$ cat src/design/tmtw_pkg.sv
// ---------------------------------------------------------------------------
// tmtw_pkg
// Screen geometry, item formats and codes for the text mode terminal writer.
// ---------------------------------------------------------------------------
package tmtw_pkg;

    localparam int SCREEN_COLS = 80;
    localparam int SCREEN_ROWS = 25;
    localparam int CELL_TOTAL  = SCREEN_COLS * SCREEN_ROWS;
    localparam int MOVE_CELLS  = SCREEN_COLS * (SCREEN_ROWS - 1);

    localparam int CELL_W = 16;
    localparam int ADDR_W = $clog2(CELL_TOTAL);
    localparam int CUR_W  = $clog2(CELL_TOTAL + 1);
    localparam int COL_W  = $clog2(SCREEN_COLS);
    localparam int POS_W  = 11;

    localparam logic [1:0] FUNC_PRINT = 2'd0;
    localparam logic [1:0] FUNC_PUT   = 2'd1;
    localparam logic [1:0] FUNC_CLEAR = 2'd2;
    localparam logic [1:0] FUNC_READ  = 2'd3;

    localparam logic [7:0] CH_NEWLINE   = 8'd10;
    localparam logic [7:0] CH_BACKSPACE = 8'd8;
    localparam logic [7:0] CH_SPACE     = 8'd32;

    localparam logic [7:0] CLR_ATTR_RST = 8'd15;

    typedef struct packed {
        logic [1:0] func;
        logic [7:0] char_code;
        logic [7:0] color;
        logic [4:0] row;
        logic [6:0] col;
    } t_in_item;

    typedef struct packed {
        logic [POS_W-1:0] cursor_pos;
        logic [7:0]       read_char;
        logic [7:0]       read_attr;
        logic             scrolled;
        logic             out_of_range;
    } t_out_item;

    typedef struct packed {
        logic              we;
        logic [ADDR_W-1:0] waddr;
        logic [CELL_W-1:0] wdata;
        logic [ADDR_W-1:0] raddr;
    } t_ram_req;

endpackage

$ cat src/design/tmtw_seq.sv
// ---------------------------------------------------------------------------
// tmtw_seq
// Sequencer: decodes one item, steps the cursor and walks the cell RAM
// through one shared address counter for scroll, row blanking and clear.
// ---------------------------------------------------------------------------
module tmtw_seq (
    input  logic                      i_clk,
    input  logic                      i_rst_n,
    input  logic                      i_start,
    input  tmtw_pkg::t_in_item        i_item,
    input  logic [7:0]                i_clear_attr,
    input  logic [tmtw_pkg::CELL_W-1:0] i_rdata,
    input  logic                      i_slot_free,
    output logic                      o_idle,
    output tmtw_pkg::t_ram_req        o_ram,
    output logic                      o_done,
    output tmtw_pkg::t_out_item       o_result
);

    typedef enum logic [2:0] {
        S_IDLE,
        S_EXEC,
        S_RD_WAIT,
        S_SCROLL,
        S_BLANK,
        S_CLEAR,
        S_DONE
    } t_state;

    t_state                        r_state,     n_state;
    tmtw_pkg::t_in_item            r_item,      n_item;
    logic [tmtw_pkg::CUR_W-1:0]    r_cursor,    n_cursor;
    logic [tmtw_pkg::COL_W-1:0]    r_col,       n_col;
    logic [tmtw_pkg::CUR_W-1:0]    r_sweep,     n_sweep;
    logic [7:0]                    r_fill_attr, n_fill_attr;
    logic                          r_reply,     n_reply;
    logic                          r_scrolled,  n_scrolled;
    logic                          r_oor,       n_oor;
    logic [7:0]                    r_rd_char,   n_rd_char;
    logic [7:0]                    r_rd_attr,   n_rd_attr;

    logic                          on_screen;
    logic [tmtw_pkg::ADDR_W-1:0]   cell_addr;

    // widen by one bit so a full-range geometry constant still fits
    assign on_screen = ({1'b0, r_item.row} < 6'(tmtw_pkg::SCREEN_ROWS)) &&
                       ({1'b0, r_item.col} < 8'(tmtw_pkg::SCREEN_COLS));
    assign cell_addr = tmtw_pkg::ADDR_W'(r_item.row) *
                       tmtw_pkg::ADDR_W'(tmtw_pkg::SCREEN_COLS) +
                       tmtw_pkg::ADDR_W'(r_item.col);

    always_comb begin
        n_state     = r_state;
        n_item      = r_item;
        n_cursor    = r_cursor;
        n_col       = r_col;
        n_sweep     = r_sweep;
        n_fill_attr = r_fill_attr;
        n_reply     = r_reply;
        n_scrolled  = r_scrolled;
        n_oor       = r_oor;
        n_rd_char   = r_rd_char;
        n_rd_attr   = r_rd_attr;
        o_ram.we    = 1'b0;
        o_ram.waddr = tmtw_pkg::ADDR_W'(r_sweep);
        o_ram.wdata = '0;
        o_ram.raddr = '0;

        case (r_state)
            S_IDLE: begin
                if (i_start) begin
                    n_item     = i_item;
                    n_reply    = 1'b0;
                    n_scrolled = 1'b0;
                    n_oor      = 1'b0;
                    n_rd_char  = '0;
                    n_rd_attr  = '0;
                    n_state    = S_EXEC;
                end
            end
            S_EXEC: begin
                n_state = S_DONE;
                case (r_item.func)
                    tmtw_pkg::FUNC_PRINT: begin
                        if (r_item.char_code == tmtw_pkg::CH_NEWLINE) begin
                            n_cursor = r_cursor - tmtw_pkg::CUR_W'(r_col) +
                                       tmtw_pkg::CUR_W'(tmtw_pkg::SCREEN_COLS);
                            n_col    = '0;
                        end else if (r_item.char_code == tmtw_pkg::CH_BACKSPACE) begin
                            if (r_cursor != '0) begin
                                n_cursor    = r_cursor - tmtw_pkg::CUR_W'(1);
                                o_ram.we    = 1'b1;
                                o_ram.waddr = tmtw_pkg::ADDR_W'(n_cursor);
                                o_ram.wdata = {r_item.color, tmtw_pkg::CH_SPACE};
                                n_col = (r_col == '0) ?
                                        tmtw_pkg::COL_W'(tmtw_pkg::SCREEN_COLS - 1) :
                                        r_col - tmtw_pkg::COL_W'(1);
                            end
                        end else begin
                            o_ram.we    = 1'b1;
                            o_ram.waddr = tmtw_pkg::ADDR_W'(r_cursor);
                            o_ram.wdata = {r_item.color, r_item.char_code};
                            n_cursor    = r_cursor + tmtw_pkg::CUR_W'(1);
                            n_col = (r_col == tmtw_pkg::COL_W'(tmtw_pkg::SCREEN_COLS - 1)) ?
                                    '0 : r_col + tmtw_pkg::COL_W'(1);
                        end
                        // ran off the last cell: scroll the screen up one row
                        if (n_cursor == tmtw_pkg::CUR_W'(tmtw_pkg::CELL_TOTAL)) begin
                            n_scrolled = 1'b1;
                            n_sweep    = '0;
                            n_state    = S_SCROLL;
                        end
                    end
                    tmtw_pkg::FUNC_PUT: begin
                        if (on_screen) begin
                            o_ram.we    = 1'b1;
                            o_ram.waddr = cell_addr;
                            o_ram.wdata = {r_item.color, r_item.char_code};
                        end else begin
                            n_oor = 1'b1;
                        end
                    end
                    tmtw_pkg::FUNC_CLEAR: begin
                        n_fill_attr = i_clear_attr;
                        n_sweep     = '0;
                        n_cursor    = '0;
                        n_col       = '0;
                        n_reply     = 1'b1;
                        n_state     = S_CLEAR;
                    end
                    tmtw_pkg::FUNC_READ: begin
                        if (on_screen) begin
                            o_ram.raddr = cell_addr;
                            n_state     = S_RD_WAIT;
                        end else begin
                            n_oor = 1'b1;
                        end
                    end
                    default: begin
                        n_state = S_DONE;
                    end
                endcase
            end
            S_RD_WAIT: begin
                n_rd_char = i_rdata[7:0];
                n_rd_attr = i_rdata[15:8];
                n_state   = S_DONE;
            end
            S_SCROLL: begin
                // read cell s+COLS while writing back the cell read last cycle
                if (r_sweep != tmtw_pkg::CUR_W'(tmtw_pkg::MOVE_CELLS)) begin
                    o_ram.raddr = tmtw_pkg::ADDR_W'(r_sweep +
                                  tmtw_pkg::CUR_W'(tmtw_pkg::SCREEN_COLS));
                end
                if (r_sweep != '0) begin
                    o_ram.we    = 1'b1;
                    o_ram.waddr = tmtw_pkg::ADDR_W'(r_sweep - tmtw_pkg::CUR_W'(1));
                    o_ram.wdata = i_rdata;
                end
                if (r_sweep == tmtw_pkg::CUR_W'(tmtw_pkg::MOVE_CELLS)) begin
                    n_state = S_BLANK;
                end else begin
                    n_sweep = r_sweep + tmtw_pkg::CUR_W'(1);
                end
            end
            S_BLANK: begin
                o_ram.we    = 1'b1;
                o_ram.wdata = {r_item.color, tmtw_pkg::CH_SPACE};
                if (r_sweep == tmtw_pkg::CUR_W'(tmtw_pkg::CELL_TOTAL - 1)) begin
                    n_cursor = tmtw_pkg::CUR_W'(tmtw_pkg::MOVE_CELLS);
                    n_col    = '0;
                    n_state  = S_DONE;
                end else begin
                    n_sweep = r_sweep + tmtw_pkg::CUR_W'(1);
                end
            end
            S_CLEAR: begin
                o_ram.we    = 1'b1;
                o_ram.wdata = {r_fill_attr, tmtw_pkg::CH_SPACE};
                if (r_sweep == tmtw_pkg::CUR_W'(tmtw_pkg::CELL_TOTAL - 1)) begin
                    n_state = r_reply ? S_DONE : S_IDLE;
                end else begin
                    n_sweep = r_sweep + tmtw_pkg::CUR_W'(1);
                end
            end
            S_DONE: begin
                if (i_slot_free) begin
                    n_state = S_IDLE;
                end
            end
            default: begin
                n_state = S_IDLE;
            end
        endcase
    end

    always_ff @(posedge i_clk) begin
        if (!i_rst_n) begin
            // power-up clear sweep in the reset attribute, no result
            r_state     <= S_CLEAR;
            r_cursor    <= '0;
            r_col       <= '0;
            r_sweep     <= '0;
            r_fill_attr <= tmtw_pkg::CLR_ATTR_RST;
            r_reply     <= 1'b0;
        end else begin
            r_state     <= n_state;
            r_item      <= n_item;
            r_cursor    <= n_cursor;
            r_col       <= n_col;
            r_sweep     <= n_sweep;
            r_fill_attr <= n_fill_attr;
            r_reply     <= n_reply;
            r_scrolled  <= n_scrolled;
            r_oor       <= n_oor;
            r_rd_char   <= n_rd_char;
            r_rd_attr   <= n_rd_attr;
        end
    end

    assign o_idle = (r_state == S_IDLE);
    assign o_done = (r_state == S_DONE) && i_slot_free;

    assign o_result.cursor_pos   = tmtw_pkg::POS_W'(r_cursor);
    assign o_result.read_char    = r_rd_char;
    assign o_result.read_attr    = r_rd_attr;
    assign o_result.scrolled     = r_scrolled;
    assign o_result.out_of_range = r_oor;

endmodule

$ cat config.mk
export PLATFORM = sky130hd
export DESIGN_NAME = tmtw_seq
export DESIGN_NICKNAME = d
export VERILOG_FILES = /design/src/design/tmtw_pkg.sv /design/src/design/tmtw_seq.sv
export SDC_FILE = /design/constraint.sdc
export NUM_CORES = 1
export LEC_CHECK = 0
export BUFFER_PORTS_ARGS = -buffer_cell sky130_fd_sc_hd__buf_2
export CAP_MARGIN = 40
export CORE_AREA = 2 2 128 130
export DETAILED_ROUTE_END_ITERATION = 6
export DIE_AREA = 0 0 130 132
export GPL_ROUTABILITY_DRIVEN = 1
export MAX_ROUTING_LAYER = met4
export PLACE_DENSITY = 0.68
export SLEW_MARGIN = 20
export SYNTH_ARGS = -nofsm -noshare
export SYNTH_HDL_FRONTEND = slang
export SYNTH_SLANG_ARGS = --single-unit
$ cat constraint.sdc
create_clock -name i_clk -period 3.7 [get_ports i_clk]
set_clock_uncertainty 0.2 [all_clocks]
set_input_delay 0.185 -clock i_clk [delete_from_list [all_inputs] [get_ports i_clk]]
set_output_delay 0.185 -clock i_clk [all_outputs]
set_load 0.005 [all_outputs]
# Word level (Yosys, flattened, before mapping)
# Index checks and enable logic that the tools add are counted.
dict set report op_classes {
  n_reduce_logical 23
  n_lt_le_gt_ge 2
  mux 56
  eq_ne 31
  mul 1
  n_addsub 10
}
# cell n
set op_table {}
lappend op_table {{$mux 28} 5}
lappend op_table {{$mux 11} 12}
lappend op_table {{$pmux 11 s2} 5}
lappend op_table {{$pmux 16 s4} 1}
lappend op_table {{$pmux 28 s2} 1}
lappend op_table {{$mux 7} 6}
lappend op_table {{$eq 11x11->1 const B} 3}
lappend op_table {{$pmux 11 s3} 1}
lappend op_table {{$pmux 8 s2} 2}
lappend op_table {{$pmux 7 s2} 2}
lappend op_table {{$mux 3} 8}
lappend op_table {{$add 11x1->11 const B} 2}
lappend op_table {{$add 11x7->11 const B} 2}
lappend op_table {{$reduce_bool 11->1} 2}
lappend op_table {{$sub 11x1->11 const B} 2}
lappend op_table {{$pmux 3 s7} 1}
lappend op_table {{$ne 2x2->1 const B} 10}
lappend op_table {{$reduce_and 5->1} 4}
lappend op_table {{$eq 8x4->1 const B} 2}
lappend op_table {{$reduce_and 3->1} 4}
lappend op_table {{$add 11x7->11} 1}
lappend op_table {{$ne 11x11->1 const B} 1}
lappend op_table {{$sub 11x7->11} 1}
lappend op_table {{$eq 3x3->1 const B} 3}
lappend op_table {{28 further kinds} 42}
dict set report totals {
  out_inout_bits 70
  elab_cells 138
  register_bits 89
  inputBits 58
}

# Logic depth before layout (Yosys ltp)
# Gate-level depths: netlist of the first run.
dict set report depth {
  depth_word 10
  mapped_depth 17
  ltp_nobuf 15
}

# Least setup slack after synthesis of the first run
# No wires, ideal clock.
dict set report synth_timing {
  path_type {register -> register}
  startpoint {reg r_cursor[0] (netlist name)}
  endpoint {reg r_sweep[5] (netlist name)}
  period_less_slack_ns 3.710
  stages_incl_launch_ff 17
  setup_ns 0.074
  t_required_ns 3.426
  path_slack_ns -0.010
  arrival_ns 3.436
  n_path_buf 1
  path_cell_list {dfxtp_1 > clkbuf_1 > inv_1 > ha_1 > inv_1 > ha_1 > inv_1 > fa_1 > nor2b_1 > o2111a_1 > nor4_1 > nor3_1 > o2111ai_1 > nor4_4 > nand2_4 > or4_1 > a31oi_1}
}
dict set report synth_via {
  elab_chain_cells 9
  elab_cells_between_ends 13
  classes_between {4 x add/sub; 2 x eq/ne; 5 x mux; 2 x reduce/logical}
}
# element line_no
set synth_rtl {}
lappend synth_rtl {{start, declared} tmtw_seq.sv:32} ;# logic [tmtw_pkg::CUR_W-1:0] r_cursor, n_cursor;
lappend synth_rtl {{start signal, assigned} tmtw_seq.sv:209} ;# r_cursor <= n_cursor;
lappend synth_rtl {{branches (longest 3 deep; another with $sub 11x7->11)} --}
lappend synth_rtl {{$mux 11 *} tmtw_seq.sv:85} ;# if (r_item.char_code == tmtw_pkg::CH_NEWLINE) begin
lappend synth_rtl {{$mux 11 *} tmtw_seq.sv:83} ;# case (r_item.func)
lappend synth_rtl {{$mux 11 *} tmtw_seq.sv:69} ;# case (r_state)
lappend synth_rtl {{$eq 11x11->1 *} tmtw_seq.sv:108} ;# if (n_cursor == tmtw_pkg::CUR_W'(tmtw_pkg::CELL_TOTAL)) begin
lappend synth_rtl {{$ne 3x3->1 (no line) *} --}
lappend synth_rtl {{$reduce_and 5->1 (no line) *} --}
lappend synth_rtl {{end signal, assigned} tmtw_seq.sv:211} ;# r_sweep <= n_sweep;
lappend synth_rtl {{end, declared} tmtw_seq.sv:34} ;# logic [tmtw_pkg::CUR_W-1:0] r_sweep, n_sweep;
# Mark *: on every way between the ends. The select of a mux whose other input is x is not followed.
# A chain may end at the register's enable or synchronous reset.

==> key figures, run 1 <==
Detailed routing
  – Drt drc: 0
  – DR pass1 iterations: 7
  – Avg WL per Cell: 19.5 µm
  – 1st-iter DRT viols: between 800 and 900
  – Vias per inst: between 5 and 6
  – Vias: between 7000 and 8000
  – Detail Route Antenna Nets: 0
  – Final WL: approximately 25000 µm

Clock network
  – Clk slew on worst S/H paths: around 0.08 ns
  – CTS tree: yes
  – Skew-Pair Late Insertion Delay: 0.36 ns
  – Root buffer cell: clkbuf_16
  – Number of buffers created by CTS: 9
  – CTS H-tree lvls: 3
  – Clock Tree Buf Depth: 2
  – Clk sinks: 89

Pwr
  – Register share of total power: between 30% and 40%
  – Gate power share: between 30% and 40%
  – PwrDens: 345 nW/µm²
  – Sw Share: 36.8%
  – Switch Pwr: 1.19 mW
  – Clk pwr share: approximately 30%
  – Leak: between 3 and 4 nW
  – Max VDD drop: approximately 290 µV
  – Internal power: 2.04 mW

Worst setup path
  – CP Class: register to output pin
  – Worst Setup Start Kind: register
  – Worst Path Max Fanout: 4
  – Worst R2R Start: r_col[1]
  – Reg2reg end: r_sweep[8]
  – Family with the most delay on the worst path: adder cells
  – CP arrival: 3.18 ns
  – Cell chain of the critical path: ha_1 > ha_1 > fa_1 > xor2_1 > nand4_1 > xnor2_1 > xor2_1 > a21oi_1 > nand3_1 > o21ai_0 > buf_2
  – Crit path max-delay cell type: edfxtp_1
  – Crit. Startpoint: r_item[8]
  – CP required: roughly 3.3 ns
  – R2R setup slack: roughly 0.18 ns
  – Worst path bufs/invs: 1
  – Crit path capture: o_ram[37]
  – Worst setup EP type: output pin
  – Crit-path max cell delay: 0.49 ns
  – Reg2Reg Depth: 17
  – Crit. path cell count: 11

STA
  – Crit share post-route: a little over nine tenths
  – Setup TNS: 0 ns
  – Final hold viol count: 0
  – PnR worst setup slack: approximately 0.13 ns
  – Worst slew pin tran: about 0.75 ns
  – Fmax: ~280 MHz
  – Final Setup Violations: 0
  – RSZ-0062 raised after global routing: true
  – Hold slack final: between 0.04 and 0.05 ns
  – Fin crit period: around 3.6 ns
  – Max Slew Vio Count: 0
  – Relative slew slack: around 49%

Die
  – Row count: 46
  – Core ar.: 15700 µm²
  – IO Pins: 128
  – Initial Util: 44.4%
  – Die Y: 132 µm
  – Die ar.: 17200 µm²
  – Die Span X: 130 µm

Logic synthesis
  – Synth area leader: edfxtp_1
  – Number of synthesized flops with an enable pin: 48
  – Post-synthesis sequential area ratio: about a third
  – Multiplexer area fraction after synthesis: under 10%
  – Unique masters post-synth: between 80 and 90
  – Synth Instances: approximately 850
  – Compound-Gate Fraction of Synth Area: roughly a quarter
  – Yosys top cell area share: between 20% and 30%
  – Ys flop type: edfxtp_1
  – Mean Syn Cell Area: just over 8 µm²
  – Synth Cell Area: 6970 µm²
  – Synth Area in XOR/XNOR: under 10%
  – FFs w/ async S/R, synth: 0%
  – Register bit total from synthesis: 89
  – Simple-Gate Fraction of Synth Area: between 20% and 30%
  – Syn nets: approximately 950
  – Yosys synthesis warning count: 0
  – Post-synthesis adder-cell area fraction: around 8%
  – Main combinational cell family by area after synthesis: simple AND/OR/NAND/NOR gates
  – Main area contributors after synthesis: edfxtp_1, dfxtp_1, ha_1, nor2_1, nand2_1

Finish
  – Commonest non-fill, non-tap cell in the layout: buf_2
  – Area grow syn2layout: 34.5%
  – Fillers: 1391
  – Share of cells above drive strength 1: about a quarter
  – Most frequent cells in the layout: buf_2, buf_4, nor2_1
  – Diodes inserted: 0
  – Nets: between 1000 and 1500

Global routing
  – GRT overflow: 0
  – Grt peak-use layer: met2
  – Initial antenna violation count: 0
  – Met2 usage: a little under half
  – First-pass GRT wire length: 39600 µm
  – Met3 Usage GRT: 4.63%
  – Vias in the first global route: around 7400
  – GRT Total Usage: a little under a third
  – GR Layer Usage met1: about two fifths
  – Largest net degree at the start of global routing: 27

Min path
  – Hold Path Class: primary input to register

Placed design
  – Hpwl dp: 18300 µm
  – RD Place Congestion: between 1 and 1.5
  – Pre-CTS WS: -0.00518 ns
  – Buffers on Ports: roughly 130

Run
  – Number of max-cap violations: 0

Outcome
  – Status: complete, no violations
-- repair_timing --
| action | in CTS | in global routing |
|---|---|---|
| hold endpoints to repair | 55 | 0 |
| setup endpoints to repair | 13 | 22 |
| setup buffers | 1 | 6 |
| pin swaps | 1 | 6 |
| gates resized for setup | 4 | 28 |
| cloned | 0 | 1 |
| hold buffers | 58 | 0 |
-- metrics by stage --
step	instance area, µm²	instances	util, %	power [mW]
floorplan	6970	852	-	1.77
global route	9380	1306	59.7	3.36
detailed placement	8310	1224	52.9	2.19
finish	9380	1306	59.7	3.23
CTS	9210	1299	58.6	3.18
global placement	8300	1223	52.8	2.19
-- power groups by stage --
stage | Clock (mW) | Combinational (mW) | Sequential (mW)
6_report | 0.954 | 1.16 | 1.11
5_1_grt | 0.996 | 1.25 | 1.12
4_1_cts | 0.950 | 1.12 | 1.11
3_5_place_dp | 0 | 1.05 | 1.13
3_3_place_gp | 0 | 1.06 | 1.13
2_1_floorplan | 0 | 0.642 | 1.12
-- registers in the layout (all words and copies together), names as in the netlist --
signal	flops
r_item	30
r_state	3
r_scrolled	1
r_rd_attr	8
r_cursor	11
r_rd_char	8
r_col	7
r_sweep	11
r_fill_attr	8
r_oor	1
r_reply	1
-- per-layer routing --
| metal | up-vias | wire length, µm |
|---|---|---|
| met5 | - | 0 |
| met4 | 0 | 597 |
| met3 | 45 | 2300 |
| met2 | 412 | 11700 |
| met1 | 3658 | 10800 |
| li1 | 3647 | - |
-- area by class of cell --
cell class | count | area [µm²] | share of cell area [%]
clock inverters | 7 | 72.6 | 0.774
flip-flops and latches | 89 | 2260 | 24.1
well taps | 216 | 270 | 2.88
multi-input cells | 662 | 4450 | 47.4
repair buffers | 280 | 1940 | 20.7
clock buffers | 9 | 225 | 2.40
inverters | 43 | 161 | 1.72
-- how the worst min path moves through the flow --
stage	start	endpoint	slack, ns	cells past startpoint
4_1_cts	i_rst_n	r_fill_attr[2]	0.004	2
5_1_grt	i_rst_n	r_fill_attr[2]	0.06	2
6_report	i_rst_n	r_fill_attr[2]	0.04	2
3_3_place_gp	i_item[19]	r_item[19]	0.16	1
3_5_place_dp	i_item[18]	r_item[18]	0.16	1
2_1_floorplan	i_item[0]	r_item[0]	0.08	0
-- cell usage after synthesis, types with 11 or more instances --
library cell  instances
nor3_1               20
nor4_1               11
o22ai_1              13
clkbuf_1             47
nand3_1              44
inv_1                43
dfxtp_1              41
nor2_1               77
xor2_1               12
edfxtp_1             48
o21ai_0              51
nand2_1              74
a31oi_1              19
nand2b_1             11
ha_1                 41
or4_1                11
a21oi_1              53
xnor2_1              16
and2_1               27
-- logic make-up (layout without fill, tap and decap cells) --
family | count (synthesis) | count (layout)
buffers and inverters | 101 | 339
AO/OA/AOI/OAI | 247 | 247
XOR/XNOR | 28 | 28
adder cells (fa/ha/maj) | 44 | 44
multiplexers | 7 | 7
flip-flops | 89 | 89
AND/OR/NAND/NOR | 336 | 336
No activity file was read; power rests on OpenSTA's default activity.
==> run 2: changes to the inputs <==
Settings changed: CTS_BUF_LIST set to sky130_fd_sc_hd__clkbuf_4.
==> key figures, run 2 (synthesis results as in run 1) <==
Pwr
  – Leak: 3.98 nW (+1.1%)
  – Max VDD drop: 286 µV (+0.34%)
  – Final Power: 2.89 mW (-11%)
  – PwrDens: 305 nW/µm² (-12%)

Clock network
  – CTS H-tree lvls: 3 (unchanged)
  – Clock Tree Buf Depth: 2 (unchanged)
  – Clk slew on worst S/H paths: 0.18 ns (+0.10 ns)
  – Clk sinks: 89 (unchanged)
  – CTS tree: yes
  – Skew-Pair Late Insertion Delay: 0.51 ns (+0.15 ns)
  – Number of buffers created by CTS: 9 (unchanged)
  – Root buffer cell: clkbuf_4

STA
  – Hold slack final: 0.171 ns (+0.129 ns)
  – Final hold viol count: 0 (unchanged)
  – RSZ-0062 raised after global routing: true
  – Final Setup Violations: 0 (unchanged)
  – Max Slew Vio Count: 0 (unchanged)
  – Crit share post-route: 98.3% (+1.8 points)
  – Fmax: 275 MHz (-1.9%)
  – Relative slew slack: 49.7% (+0.34 points)
  – Fin crit period: 3.64 ns (+0.0674 ns)
  – Worst slew pin tran: 0.751 ns (-0.00257 ns)

Run
  – Number of max-cap violations: 0 (unchanged)

Die
  – Core ar.: 15700 µm² (unchanged)
  – Die ar.: 17200 µm² (unchanged)
  – Initial Util: 44.4% (unchanged)
  – Row count: 46 (unchanged)
  – Die Span X: 130 µm (unchanged)
  – IO Pins: 128 (unchanged)
  – Die Y: 132 µm (unchanged)

Worst setup path
  – Cell chain of the critical path: or4b_4 > or4_4 > buf_8 > nor2_4 > nor2_2 > o21ai_2 > o21ai_4 > a222oi_1 > inv_1 > buf_2
  – CP required: 3.31 ns (about the same)
  – CP Class: register to output pin
  – Worst Setup Start Kind: register
  – Worst R2R Start: r_cursor[0]
  – Worst setup EP type: output pin
  – Reg2Reg Depth: 17 (unchanged)
  – Family with the most delay on the worst path: simple AND/OR/NAND/NOR gates
  – Worst path bufs/invs: 3 (+2)
  – CP arrival: 3.25 ns (+0.07 ns)
  – Crit path max-delay cell type: or4b_4
  – Reg2reg end: r_sweep[4]
  – Worst Path Max Fanout: 8 (+4)
  – R2R setup slack: 0.11 ns (-0.07 ns)
  – Crit-path max cell delay: 0.55 ns (+0.06 ns)

Placed design
  – Buffers on Ports: 127 (unchanged)
  – RD Place Congestion: 1.04 (unchanged)
  – Hpwl dp: 18300 µm (unchanged)
  – Placed inst area: 8310 µm² (unchanged)

Detailed routing
  – Detail Route Antenna Nets: 0 (unchanged)
  – 1st-iter DRT viols: 862 (+0.70%)
  – Final WL: 25700 µm (+1.1%)
  – Drt drc: 0 (unchanged)
  – Vias: 7905 (+1.8%)
  – Avg WL per Cell: 19.4 µm (-0.39%)
  – Vias per inst: 5.97 (+0.38%)
  – DR pass1 iterations: 5 (-2)

Finish
  – Max FFs per register: 30 (unchanged)
  – Largest registers: r_item: 30 flops, r_cursor: 11 flops, r_sweep: 11 flops
  – Share of cells above drive strength 1: 28.8% (+3.1 points)
  – Most frequent cells in the layout: buf_2, buf_4, nor2_1
  – Post-route cell area: 9480 µm² (+1.1%)
  – Fillers: 1364 (-1.9%)
  – Area grow syn2layout: 36.0%
  – Top reg by flops: r_item
  – Commonest non-fill, non-tap cell in the layout: buf_2
  – Nets: 1205 (+1.5%)

Global routing
  – GRT overflow: 0 (unchanged)
  – Vias in the first global route: 7341 (-0.31%)
  – First-pass GRT wire length: 39500 µm (-0.37%)
  – Initial antenna violation count: 1 (+1)
  – Largest net degree at the start of global routing: 27 (unchanged)
  – GRT Total Usage: 30.1% (-0.055 points)

Min path
  – Worst hold start: i_item[10]
  – Hold EP: r_item[10]
  – Hold Crit Depth: 2 (unchanged)
  – Hold Path Class: primary input to register

Outcome
  – Status: complete, no violations
[run 2: cell count changes in the layout (fill, tap and decap cells not counted), sizes merged]
cell / before / now
buf: 222 / 236
diode: 0 / 1
dlygate4sd3: 58 / 61
nand2: 75 / 76
[run 2: cell type report]
class | instances | area [µm²] | share of cell area (%)
Antenna cell | 1 | 2.50 | 0.0264
Inverter | 43 | 161 | 1.70
Timing Repair Buffer | 297 | 2080 | 22.0
Tap cell | 216 | 270 | 2.85
Clock buffer | 9 | 67.6 | 0.712
Sequential cell | 89 | 2270 | 23.9
Multi-Input combinational cell | 663 | 4560 | 48.1
Clock inverter | 7 | 72.6 | 0.765
[run 2: per-layer routing]
metal / track usage [%] / up-vias / share of wire [%]
li1: - / 3697 / -
met1: 41.2 / 3771 / 43
met2: 46.4 / 397 / 47
met3: 4.14 / 40 / 8.1
met4: 8.78 / 0 / 2.0
met5: - / - / 0
[run 2: stage by stage]
step,worst slack [ns],cells,TNS (ns),util [%]
after floorplan,0.0282,852,0,-
after global placement,0.116,1223,0,52.8
after detailed placement,-0.00518,1224,-0.00518,52.9
after CTS,0.00271,1305,0,58.0
after global routing,-0.0849,1325,-0.427,60.4
final,0.0641,1325,0,60.4
[run 2: repair_timing]
action	4_1_cts	5_1_grt
endpoints found under the setup margin	17	36
endpoints found under the hold margin	65	0
resized for setup	7	55
pin swaps	3	26
hold buffers	61	0
buffers inserted	4	17
gates cloned	0	2
[run 2: where the power goes]
part,switching [mW],internal (mW)
logic,0.681,0.501
registers,0.0414,1.07
clock network,0.433,0.159
[run 2: how the worst max path moves through the flow]
stage / startpoint / to / cells after the start
after floorplan: r_cursor[4] / r_sweep[5] / 14
after global placement: r_item[24] / r_sweep[4] / 10
after detailed placement: r_col[3] / r_sweep[4] / 12
after CTS: r_col[1] / r_sweep[6] / 15
after global routing: r_item[24] / o_ram[21] / 10
final: r_item[24] / o_ram[21] / 10
==> run 3: changes to the inputs <==
Settings changed: ABC_CLOCK_PERIOD_IN_PS set to 4700, GPL_ROUTABILITY_DRIVEN 1 to unset, PLACE_DENSITY 0.68 to 0.66.
Clock period 3.7 ns to 4.7 ns, I/O delays scaled along.
==> key figures, run 3 (synthesis results as in run 1) <==
Clock network
  – Post-CTS sizing: 0 (-7)
  – Root buffer cell: clkbuf_4
  – CTS tree: yes
  – CTS H-tree lvls: 3 (unchanged)
  – Post-CTS Setup Bufs: 0 (-4)
  – Skew-Pair Late Insertion Delay: 0.51 ns (about the same)
  – Hold-fix buffers at CTS: 60 (-1.6%)
  – Clk sinks: 89 (unchanged)
  – Number of buffers created by CTS: 9 (unchanged)
  – Clk slew on worst S/H paths: 0.17 ns (about the same)
  – Clock Tree Buf Depth: 2 (unchanged)

STA
  – Fin crit period: 4.40 ns
  – Final hold viol count: 0 (unchanged)
  – Max Slew Vio Count: 0 (unchanged)
  – Hold slack final: 0.0647 ns (-0.106 ns)
  – Fmax: ~230 MHz
  – Final Setup Violations: 0 (unchanged)
  – Relative slew slack: 45.5% (-4.2 points)
  – Crit share post-route: 93.6%
  – Setup TNS: 0 ns (unchanged)
  – RSZ-0062 raised after global routing: false
  – Worst slew pin tran: 0.811 ns (+0.0601 ns)

Global routing
  – Largest net degree at the start of global routing: 27 (unchanged)
  – GRT overflow: 0 (unchanged)
  – Initial antenna violation count: 1 (unchanged)
  – Vias in the first global route: 6879 (-6.3%)
  – GRT Total Usage: 28.3% (-1.8 points)
  – First-pass GRT wire length: 37200 µm (-5.7%)

Detailed routing
  – Drt drc: 0 (unchanged)
  – Avg WL per Cell: 19.0 µm (-2.1%)
  – Wire length on met3: 2230 µm (+6.9%)
  – Met1 wire length: 10300 µm (-7.5%)
  – 1st-iter DRT viols: 896 (+3.9%)
  – Vias per inst: 5.95 (-0.35%)
  – Detail Route Antenna Nets: 0 (unchanged)
  – Final WL: 23600 µm (-8.4%)
  – Top routing layer in use: met4
  – Vias: 7372 (-6.7%)
  – DR pass1 iterations: 6 (+1)
  – Met2 WL: 10700 µm (-11%)

Pwr
  – Final Power: 2.14 mW (-26%)
  – PwrDens: 249 nW/µm² (-18%)
  – Max VDD drop: 177 µV (-38%)
  – Leak: 3.53 nW (-11%)

Run
  – Number of max-cap violations: 0 (unchanged)

Min path
  – Hold Path Class: primary input to register

Placed design
  – Hpwl dp: 16500 µm (-9.9%)
  – RD Place Congestion: 0.987 (-5.0%)
  – Placed Cells: 1163 (-5.0%)
  – Buffers on Ports: 127 (unchanged)

Worst setup path
  – CP required: 4.95 ns (+1.64 ns)
  – Crit path top cell by count: inv_1
  – Worst setup EP type: register
  – Crit path max-delay cell type: or4_1
  – CP arrival: 4.65 ns (+1.40 ns)
  – CP Class: register to register
  – Crit-path max cell delay: 0.56 ns (about the same)
  – Worst Setup Start Kind: register
  – Cell chain of the critical path: inv_1 > ha_1 > inv_1 > ha_1 > inv_1 > fa_1 > nor2b_1 > o2111a_1 > nor4_1 > nor3_1 > o2111ai_1 > nor4_4 > nand2_4 > or4_1 > a31oi_1
  – R2R setup slack: 0.30 ns (+0.19 ns)
  – Worst Path Max Fanout: 19 (+11)

Die
  – Die ar.: 17200 µm² (unchanged)
  – IO Pins: 128 (unchanged)
  – Die Y: 132 µm (unchanged)
  – Row count: 46 (unchanged)
  – Initial Util: 44.4% (unchanged)
  – Die Span X: 130 µm (unchanged)
  – Core ar.: 15700 µm² (unchanged)

Finish
  – Top reg by flops: r_item
  – Commonest non-fill, non-tap cell in the layout: buf_2
  – Largest registers: r_item: 30 flops, r_cursor: 11 flops, r_sweep: 11 flops
  – Area grow syn2layout: 23.2%
  – Most frequent cells in the layout: buf_2, nor2_1, nand2_1
  – Share of cells above drive strength 1: 18.3% (-11 points)
  – Nets: 1120 (-7.1%)
  – Max FFs per register: 30 (unchanged)
  – Final core utilization: 54.7% (-5.7 points)
  – Final cell count without fillers: 1240 (-6.4%)

Outcome
  – Status: complete, no violations
run 3: power by group:
| part | switching, mW | internal, mW | total (mW) |
|---|---|---|---|
| clock | 0.329 | 0.125 | 0.454 |
| combinational | 0.450 | 0.318 | 0.767 |
| sequential | 0.0751 | 0.846 | 0.921 |
| total | 0.854 | 1.29 | 2.14 |
run 3: area by class of cell:
| cell class | instances | area [µm²] |
|---|---|---|
| Tap cell | 216 | 270 |
| Multi-Input combinational cell | 662 | 4330 |
| Fill cell | 1447 | 7120 |
| Clock inverter | 7 | 72.6 |
| Timing Repair Buffer | 213 | 1430 |
| Clock buffer | 9 | 67.6 |
| Antenna cell | 1 | 2.50 |
| Sequential cell | 89 | 2260 |
| Inverter | 43 | 161 |
run 3: worst max-delay path, delay by kind of cell (launching register included):
| family | cells | cell delay, ns |
|---|---|---|
| and+or+nand+nor | 6 | 1.90 |
| buffers and inverters | 3 | 0.29 |
| DFF | 1 | 0.55 |
| AOI/OAI and AO/OA | 3 | 0.62 |
| adders and majority gates | 3 | 0.80 |
run 3: final timing paths:
path | startpoint | to | cells past startpoint
min reg2reg | r_fill_attr[7] | r_fill_attr[7] | 2
max reg2reg | r_cursor[0] | r_sweep[4] | 15
min | i_slot_free | r_state[1] | 4
max | r_cursor[0] | r_sweep[4] | 15
run 3: metal layers:
metal | global-route usage [%] | up-vias
met5 | - | -
met4 | 7.83 | 0
met3 | 5.44 | 34
met2 | 42.2 | 401
met1 | 39.2 | 3420
li1 | - | 3517
run 3: stage by stage:
step           setup WS, ns  area (µm²)
2_1_floorplan         0.990        6970
3_3_place_gp          0.640        7840
3_5_place_dp          0.485        7850
4_1_cts               0.384        8590
5_1_grt              0.0778        8590
6_report              0.300        8590
